<file path="src/sv/r2p_pkg.sv">
// Package for the rectangular-to-polar converter: widths, payload types and CORDIC constants.
package r2p_pkg;

  // Field width of coordinates, radius and angle.
  localparam int COORD_WIDTH = 16;
  // Requested number of micro-rotations.
  localparam int ITERATIONS  = 16;
  // Fraction bits carried through the datapath.
  localparam int GUARD       = 16;
  // Largest number of micro-rotations the angle table covers.
  localparam int MAX_STAGES  = 32;
  // Micro-rotations actually built.
  localparam int ITER = (ITERATIONS > MAX_STAGES) ? MAX_STAGES : ITERATIONS;
  // Datapath width: sign, growth headroom, integer part and guard fraction.
  localparam int DP_WIDTH = COORD_WIDTH + GUARD + 3;

  // Inverse CORDIC gain in the limit, scaled by 2^32.
  localparam logic [63:0] INV_GAIN_LIMIT = 64'd2608131496;

  // Per-stage arctangents as 32-bit binary angles (2^31 is pi), rounded to nearest.
  localparam logic [31:0] ATAN_STEP [0:MAX_STAGES-1] = '{
    32'h20000000, 32'h12E4051E, 32'h09FB385B, 32'h051111D4,
    32'h028B0D43, 32'h0145D7E1, 32'h00A2F61E, 32'h00517C55,
    32'h0028BE53, 32'h00145F2F, 32'h000A2F98, 32'h000517CC,
    32'h00028BE6, 32'h000145F3, 32'h0000A2FA, 32'h0000517D,
    32'h000028BE, 32'h0000145F, 32'h00000A30, 32'h00000518,
    32'h0000028C, 32'h00000146, 32'h000000A3, 32'h00000051,
    32'h00000029, 32'h00000014, 32'h0000000A, 32'h00000005,
    32'h00000003, 32'h00000001, 32'h00000001, 32'h00000000
  };

  // Quadrant pre-rotation angles.
  localparam logic [31:0] ANGLE_ZERO     = 32'h00000000;
  localparam logic [31:0] ANGLE_PLUS_90  = 32'h40000000;
  localparam logic [31:0] ANGLE_MINUS_90 = 32'hC0000000;

  // Raise the limit inverse gain by the factor of every stage that is not built.
  function automatic logic [63:0] inv_gain_f(int stages);
    logic [63:0] k;
    k = INV_GAIN_LIMIT;
    for (int i = MAX_STAGES - 1; i >= stages; i--) begin
      k = k + (k >> (2 * i + 1));
    end
    return k;
  endfunction

  // Inverse gain for the built stage count, scaled by 2^32.
  localparam logic [31:0] INV_GAIN = 32'(inv_gain_f(ITER));

  // One Cartesian point.
  typedef struct packed {
    logic signed [COORD_WIDTH-1:0] x_coord;
    logic signed [COORD_WIDTH-1:0] y_coord;
  } point_t;

  // One polar result.
  typedef struct packed {
    logic        [COORD_WIDTH-1:0] radius;
    logic signed [COORD_WIDTH-1:0] angle;
  } polar_t;

  // Result of the rotation pipeline handed to the scaling stages.
  typedef struct packed {
    logic signed [DP_WIDTH-1:0] x;
    logic        [31:0]         z;
    logic                       origin;
  } vec_t;

endpackage

</file>
<file path="src/sv/r2p_scale.sv">
// Gain compensation of the magnitude, angle rounding and the output register.
module r2p_scale (
  input  logic            clk,
  input  logic            rst,
  input  logic            vec_valid,
  output logic            vec_ready,
  input  r2p_pkg::vec_t   vec,
  output logic            polar_valid,
  input  logic            polar_ready,
  output r2p_pkg::polar_t polar
);

  localparam int W  = r2p_pkg::DP_WIDTH;
  localparam int CW = r2p_pkg::COORD_WIDTH;
  localparam int S  = 32 - CW;
  localparam logic [63:0] HALF    = 64'd1 << (r2p_pkg::GUARD - 1);
  localparam logic [63:0] RAD_MAX = (64'd1 << CW) - 64'd1;

  // Valid bits of stages A (low product), B (high product) and C (output).
  logic va, vb, vc;
  logic rdy_a, rdy_b, rdy_c;

  logic [31:0]   hi_a;
  logic [63:0]   lo_prod_a;
  logic [CW-1:0] ang_a;
  logic [63:0]   hi_prod_b;
  logic [31:0]   lo_hi_b;
  logic [CW-1:0] ang_b;
  logic [CW-1:0] radius_q;
  logic [CW-1:0] angle_q;

  logic [W-1:0]  mag;
  logic [63:0]   mag64;
  logic [33:0]   ang_sum;
  logic [CW-1:0] ang_n;
  logic [63:0]   sum;
  logic [63:0]   rad;
  logic [CW-1:0] rad_n;

  assign rdy_c     = !vc || polar_ready;
  assign rdy_b     = !vb || rdy_c;
  assign rdy_a     = !va || rdy_b;
  assign vec_ready = rdy_a;

  // Clamp negative x, split the magnitude into 32-bit halves, and round the angle.
  always_comb begin
    mag     = vec.x[W-1] ? '0 : vec.x;
    mag64   = {{(64-W){1'b0}}, mag};
    ang_sum = {1'b0, vec.z, 1'b0} + (34'd1 << S);
    ang_n   = vec.origin ? '0 : ang_sum[S+1 +: CW];
  end

  // Sum the partial products, round at the integer and saturate.
  always_comb begin
    sum   = hi_prod_b + {32'd0, lo_hi_b};
    rad   = (sum + HALF) >> r2p_pkg::GUARD;
    rad_n = (rad > RAD_MAX) ? RAD_MAX[CW-1:0] : rad[CW-1:0];
  end

  // Valid bits travel with the data.
  always_ff @(posedge clk) begin
    if (rst) begin
      va <= 1'b0;
      vb <= 1'b0;
      vc <= 1'b0;
    end else begin
      if (rdy_a) begin
        va <= vec_valid;
      end
      if (rdy_b) begin
        vb <= va;
      end
      if (rdy_c) begin
        vc <= vb;
      end
    end
  end

  // Stage A: low half times the inverse gain; stage B: high half; stage C: result.
  always_ff @(posedge clk) begin
    if (rdy_a) begin
      hi_a      <= mag64[63:32];
      lo_prod_a <= {32'd0, mag64[31:0]} * {32'd0, r2p_pkg::INV_GAIN};
      ang_a     <= ang_n;
    end
    if (rdy_b) begin
      hi_prod_b <= {32'd0, hi_a} * {32'd0, r2p_pkg::INV_GAIN};
      lo_hi_b   <= lo_prod_a[63:32];
      ang_b     <= ang_a;
    end
    if (rdy_c) begin
      radius_q <= rad_n;
      angle_q  <= ang_b;
    end
  end

  assign polar_valid  = vc;
  assign polar.radius = radius_q;
  assign polar.angle  = angle_q;

  // A waiting result is held until its transfer.
  a_out_hold: assert property (@(posedge clk) disable iff (rst)
    vc && !polar_ready |=> vc && $stable(radius_q) && $stable(angle_q))
    else $error("pending result changed");

  // The origin leaves the rotation pipeline with zero magnitude and gets angle zero.
  a_origin_angle: assert property (@(posedge clk) disable iff (rst)
    vec_valid && vec.origin && rdy_a |=> (ang_a == '0) && (lo_prod_a == '0) && (hi_a == '0))
    else $error("origin did not give a zero result");

  // The high product stage passes on what stage A held.
  a_stage_b_load: assert property (@(posedge clk) disable iff (rst)
    va && rdy_b |=> vb && (ang_b == $past(ang_a)))
    else $error("stage B lost an item");

endmodule

</file>
<file path="config.mk">
export PLATFORM = sky130hd
export DESIGN_NAME = r2p_scale
export DESIGN_NICKNAME = d
export VERILOG_FILES = /design/src/sv/r2p_pkg.sv /design/src/sv/r2p_scale.sv
export SDC_FILE = /design/constraint.sdc
export NUM_CORES = 1
export LEC_CHECK = 0
export BUFFER_PORTS_ARGS = -buffer_cell sky130_fd_sc_hd__buf_2
export CAP_MARGIN = 20
export CORE_ASPECT_RATIO = 1.75
export CORE_MARGIN = 2
export CORE_UTILIZATION = 25
export DETAILED_ROUTE_END_ITERATION = 16
export HOLD_SLACK_MARGIN = 0.15
export MAX_ROUTING_LAYER = met4
export PLACE_DENSITY = 0.35
export SYNTH_ARGS = -nofsm -noshare
export SYNTH_HDL_FRONTEND = slang
export SYNTH_SLANG_ARGS = --single-unit
</file>
<file path="constraint.sdc">
create_clock -name clk -period 17.4 [get_ports clk]
set_clock_uncertainty 0.05 [all_clocks]
set_input_delay 0.87 -clock clk [delete_from_list [all_inputs] [get_ports clk]]
set_output_delay 0.87 -clock clk [all_outputs]
set_load 0.02 [all_outputs]
</file>
==> results of run 1 <==
cells by family after synthesis:
group           Yosys count  share of synthesized area
flops                   134                      0.164
buf+inv                 742                      0.115
compound gates          215                     0.0596
simple gates            277                     0.0580
fa+ha+maj               858                      0.579
xor+xnor                 68                     0.0245
layout make-up:
cell class                 instances  area [um2]
timing repair buffer             107         582
multi-input combinational       1418       17600
fill                           10300       69700
sequential                       134        3990
inverter                         720        2700
clock buffer                      19         433
clock inverter                    12         131
tap                             1300        1630
cells in the final DEF, fill, tap and decap left out, types with 13 or more instances in the layout:
cell type  synthesis  routed
a21o_1            44      44
xnor2_1           41      41
nand2_1           68      67
inv_1            720     719
buf_2              0      90
nand2b_1          29      29
xor2_1            27      27
ha_1             409     409
a21oi_1           70      70
edfxtp_1         131     131
nor2_1            56      56
o21ai_0           37      37
buf_4              0      16
nand3_1           26      26
fa_1             449     449
and2_1            13      13
nand4_1           16      16
clkbuf_16          0      17
nor2b_1           24      24
layer usage:
layer	part of all wire	global-route usage	wire length, um	vias to the layer above
li1	-	-	-	7345
met1	0.34	0.152	25000	7931
met2	0.62	0.333	46200	174
met3	0.012	0.00919	919	54
met4	0.028	0.0397	2050	0
met5	0	-	0	-
per-stage QoR:
| stage | setup slack (ps) | hold slack, ps | area (um2) | util |
|---|---|---|---|---|
| global placement | 7220 | 351 | 26500 | 0.274 |
| CTS | 7650 | 365 | 27000 | 0.279 |
| finish | 7810 | 360 | 27000 | 0.279 |
| floorplan | 9140 | 350 | 24400 | - |
| detailed placement | 7220 | 355 | 26500 | 0.274 |
| global route | 7410 | 373 | 27000 | 0.279 |
worst max-delay path, delay by kind of cell:
| kind | cells | cell delay [ps] |
|---|---|---|
| AO/OA/AOI/OAI | 7 | 1800 |
| XOR/XNOR | 1 | 160 |
| adder cells (fa/ha/maj) | 9 | 4750 |
| buffers and inverters | 7 | 1360 |
| AND/OR/NAND/NOR | 2 | 740 |
flip-flops by register name (all words and copies together), names as in the netlist:
| register | flops |
|---|---|
| angle_q | 16 |
| ang_a | 16 |
| radius_q | 16 |
| hi_prod_b | 7 |
| lo_prod_a | 29 |
| lo_hi_b | 29 |
| va | 1 |
| hi_a | 2 |
| polar_valid | 1 |
| vb | 1 |
| ang_b | 16 |
path summary, 6_finish.rpt:
| check | from | endpoint | slack, ps | cells past startpoint |
|---|---|---|---|---|
| max reg2reg | hi_prod_b[28] | radius_q[6] | 13630 | 12 |
| max | vec[67] | lo_prod_a[62] | 7810 | 26 |
| min reg2reg | ang_b[11] | angle_q[11] | 360 | 0 |
| min | ang_b[11] | angle_q[11] | 360 | 0 |
==> impl_metrics.py, run 1 <==
metrics = {
    "critical_path": {
        "path_common_cell": "fa_1",
        "cp_slowest_cell": "fa_1",
        "slowest_delay_ps": 710,
        "crit_path_start_kind": "input port",
        "cp.required_ps": 17510,
        "endpoint_kind": "register",
        "critPathMaxFanout": 50,
        "crit_arrival_ps": 9700,
        "worstSetupPathType": "input port to register",
    },
    "logic_synthesis": {
        "synthesis.nets": 3224,
        "synth.top_cells.by_area": "fa_1 37%, ha_1 21%, edfxtp_1 16%",
        "ys_ff_latch": 134,
        "synth_top_area_frac": 0.369,
        "synth-edff-count": 131,
        "ys_seq_area_frac": 0.164,
        "synth_area_um2": 24400,
        "syn_area_per_cell_um2": 10.6,
        "async_reset_ff_frac": 0,
        "synth_most_common_cell": "inv_1",
        "syn_inst": 2294,
        "synth_top_area_cell": "fa_1",
        "ys_warn_count": 0,
        "ys.flop_type": "edfxtp_1",
        "synth_common_cells": "720 x inv_1, 449 x fa_1, 409 x ha_1",
        "synthDistinctLibCells": 60,
    },
    "clocking": {
        "insertion_delay_ps": 410,
        "clock-root-buffer": "clkbuf_16",
        "clk_pin_slew_worst_paths_ps": 60,
        "clk_path_buf_depth": 2,
        "ctsHoldBuffers": 0,
        "cts_sinks": 134,
        "cts_setup_buffers": 0,
        "cts_buffers": 17,
        "cts_max_level": 4,
        "cts_resized": 0,
        "cts_tree": "yes",
    },
    "place": {
        "io_buffers": 90,
        "post-place-cells": 3679,
        "dpl.hpwl_um": 67800,
        "gp_congestion": 0.873,
    },
    "sta": {
        "finalMaxSlewViolations": 0,
        "tightest_slew_ps": 894,
        "hold_viol": 0,
        "min_period_ps": 9590,
        "setup-tns-final_ps": 0,
        "rsz0062_at_grt": "false",
        "fmax_mhz": 104,
        "worst_slew_margin_rel": 0.403,
        "fin_crit_sh": 0.551,
        "setup_viol": 0,
    },
    "global_route": {
        "grt_overflow_total": 0,
        "grt.total_usage": 0.158,
        "first_global_vias": 18100,
        "grt_max_degree": 53,
        "antenna_found_initial": 1,
        "grt_pass1_wl_um": 112000,
    },
    "drt": {
        "drt_iter0_drc": 599,
        "vias": 15500,
        "via_per_inst": 4.18,
        "drt_wl_total_um": 74100,
        "antenna_left": 0,
        "drtPass1Iterations": 5,
        "drc_errors": 0,
        "wl_per_cell_um": 20.0,
    },
    "run_status": {
        "outcome": "finished, final reports clean",
    },
    "die": {
        "design.die.area_um2": 100000,
        "core_area_um2": 96700,
        "initial_core_util": 0.252,
        "fp.dieW_um": 240,
        "ioPinCount": 106,
        "die_h_um": 417,
        "rows": 151,
    },
    "cells_and_area": {
        "area_growth_pct": 11.0,
        "fin_cells": 3710,
        "diodes": 0,
        "drive_above_1_share": 0.0639,
        "final_nets": 3328,
    },
    "job": {
        "maxCapViolations": 0,
    },
    "hold_path": {
        "hp-class": "register to register",
    },
}
Power of run 1 is not shown: default switching activity piles up to over one toggle a cycle in this logic, so the estimate is an artifact.
==> inputs of run 2 (changes only) <==
ABC_AREA = 1   (was default)
clock period = 9.4 ns   (was 17.4 ns; I/O delays follow)
==> run 2 against run 1 <==
  * Area after synthesis is 12% higher
  * Core utilization increased by 0.16 points
  * Register-to-register slack lost 7600 ps
  * Via count is 30% higher
  * Flip-flop and latch count unchanged
  * Routed wire length rose by 28%
  * Count of clock-buffer cells in the layout is 8 higher
  * Critical endpoint is now lo_prod_a[37]
  * Largest cell class unchanged
==> impl_metrics.py, run 2 <==
metrics = {
    "run_status": {
        "outcome": "finished, final reports clean",
    },
    "logic_synthesis": {
        "muxShareOfSynthArea": 0,
        "ys.flop_type": "edfxtp_1",
        "syn_inst": 3207,
        "synthesis.nets": 4137,
        "synth.top_cells.by_area": "fa_1 33%, ha_1 19%, edfxtp_1 14%",
        "synth_area_um2": 27200,
        "synth-simple-area-share": 0.152,
        "synth_compound_area_frac": 0.0333,
        "synth_fa_ha_area_frac": 0.519,
        "synth_top_area_cell": "fa_1",
        "ys_warn_count": 0,
        "synth_xor_area_frac": 0.00708,
        "synth_top_family_by_area": "adder cells",
        "async_reset_ff_frac": 0,
        "ys_ff_latch": 134,
        "synth_top_area_frac": 0.330,
        "synth_common_cells": "1013 x inv_1, 637 x nand2_1, 449 x fa_1",
        "synth_most_common_cell": "inv_1",
        "ys_seq_area_frac": 0.147,
        "synth-edff-count": 131,
        "syn_area_per_cell_um2": 8.48,
        "synthDistinctLibCells": 39,
    },
    "hold_path": {
        "hp-class": "input port to register",
    },
    "drt": {
        "drt_wl_total_um": 95200,
        "antenna_left": 0,
        "vias": 20100,
        "drt_iter0_drc": 638,
        "drtPass1Iterations": 4,
        "wl_per_cell_um": 19.7,
        "via_per_inst": 4.17,
        "drc_errors": 0,
    },
    "cells_and_area": {
        "final_nets": 4294,
        "area_growth_pct": 11.9,
        "final_common_cell": "inv_1",
        "top_regs": "lo_hi_b x29, lo_prod_a x29",
        "fill_cells": 11900,
        "mostFrequentLayoutCells": "1012 x inv_1, 636 x nand2_1, 449 x fa_1",
        "drive_above_1_share": 0.0612,
        "diodes": 0,
    },
    "clocking": {
        "cts_buffers": 25,
        "clock-root-buffer": "clkbuf_16",
        "cts_tree": "yes",
        "clk_pin_slew_worst_paths_ps": 50,
        "cts_sinks": 134,
        "clk_path_buf_depth": 3,
        "insertion_delay_ps": 490,
        "cts_resized": 0,
        "cts_max_level": 4,
    },
    "sta": {
        "fin_ws_ps": 1390,
        "hold_viol": 0,
        "min_period_ps": 8010,
        "fmax_mhz": 125,
        "worst_slew_margin_rel": 0.432,
        "setup_viol": 0,
        "finalMaxSlewViolations": 0,
        "setup-tns-final_ps": 0,
        "rsz0062_at_grt": "false",
        "fin_crit_sh": 0.853,
        "tightest_slew_ps": 848,
    },
    "global_route": {
        "first_global_vias": 23000,
        "grt_pass1_wl_um": 142000,
        "grt.total_usage": 0.182,
        "grt_max_degree": 49,
        "grt_overflow_total": 0,
        "antenna_found_initial": 0,
    },
    "critical_path": {
        "endpoint_kind": "register",
        "crit_path_start_kind": "input port",
        "worstSetupPathType": "input port to register",
        "slowest_delay_ps": 550,
        "path_common_cell": "fa_1",
        "crit_arrival_ps": 8230,
        "critPathMaxFanout": 27,
        "cp_slowest_cell": "fa_1",
        "cp.required_ps": 9620,
    },
    "place": {
        "dpl.hpwl_um": 87300,
        "io_buffers": 90,
        "pre_cts_slack_ps": 855,
        "gp_congestion": 0.903,
    },
    "die": {
        "die_h_um": 440,
        "ioPinCount": 106,
        "fp.dieW_um": 253,
        "design.die.area_um2": 112000,
        "core_area_um2": 108000,
        "initial_core_util": 0.251,
        "rows": 160,
    },
    "job": {
        "maxCapViolations": 0,
    },
}
run 2: final timing paths:
path                 startpoint            end  slack, ps  cells past startpoint
setup / recovery        vec[67]  lo_prod_a[37]       1390                     29
hold / removal        vec_valid             va        180                      3
setup reg to reg  hi_prod_b[31]    radius_q[2]       6020                     12
hold reg to reg        ang_b[3]     angle_q[3]        360                      0
run 2: repair_timing:
action,in CTS,in global routing
hold endpoints to repair,3,0
setup buffers,0,0
hold buffers,1,0
setup endpoints to repair,0,0
run 2: cell type report:
class                      count  area, um2  area share
multi-input combinational   2048      19300       0.636
sequential                   134       3990       0.131
inverter                    1020       3830       0.126
tap                         1458       1820      0.0599
timing repair buffer         135        791      0.0260
clock buffer                  27        643      0.0211
clock inverter                 4       16.3    0.000534
run 2: cells by family (layout without fill, tap and decap cells):
family / count (synthesis) / in the layout
AND/OR/NAND/NOR: 1000 / 1000
XOR/XNOR: 22 / 22
buffers and inverters: 1025 / 1186
AO/OA/AOI/OAI: 168 / 168
flip-flops: 134 / 134
adder cells (fa/ha/maj): 858 / 858
run 2: worst max-delay path: cells and delay by family:
kind | cells | cell delay [ps]
AO/OA/AOI/OAI | 1 | 160
adder cells (fa/ha/maj) | 8 | 3890
XOR/XNOR | 1 | 320
AND/OR/NAND/NOR | 11 | 2010
buffers and inverters | 8 | 1370
run 2: layer usage:
layer / share of wire / up-vias / GRT usage
met5: 0 / - / -
met4: 0.054 / 0 / 0.0883
met3: 0.012 / 132 / 0.00744
met2: 0.60 / 278 / 0.382
met1: 0.33 / 9852 / 0.161
li1: - / 9855 / -
run 2: through the flow:
| stage | hold slack [ps] | area (um2) | instances | util |
|---|---|---|---|---|
| 6_report | 184 | 30400 | 4826 | 0.281 |
| 5_1_grt | 192 | 30400 | 4826 | 0.281 |
| 4_1_cts | 158 | 30400 | 4826 | 0.281 |
| 3_5_place_dp | 355 | 29800 | 4794 | 0.275 |
| 3_3_place_gp | 350 | 29800 | 4794 | 0.275 |
| 2_1_floorplan | 350 | 27200 | 3207 | - |
Power of run 2 is left out for the same reason.
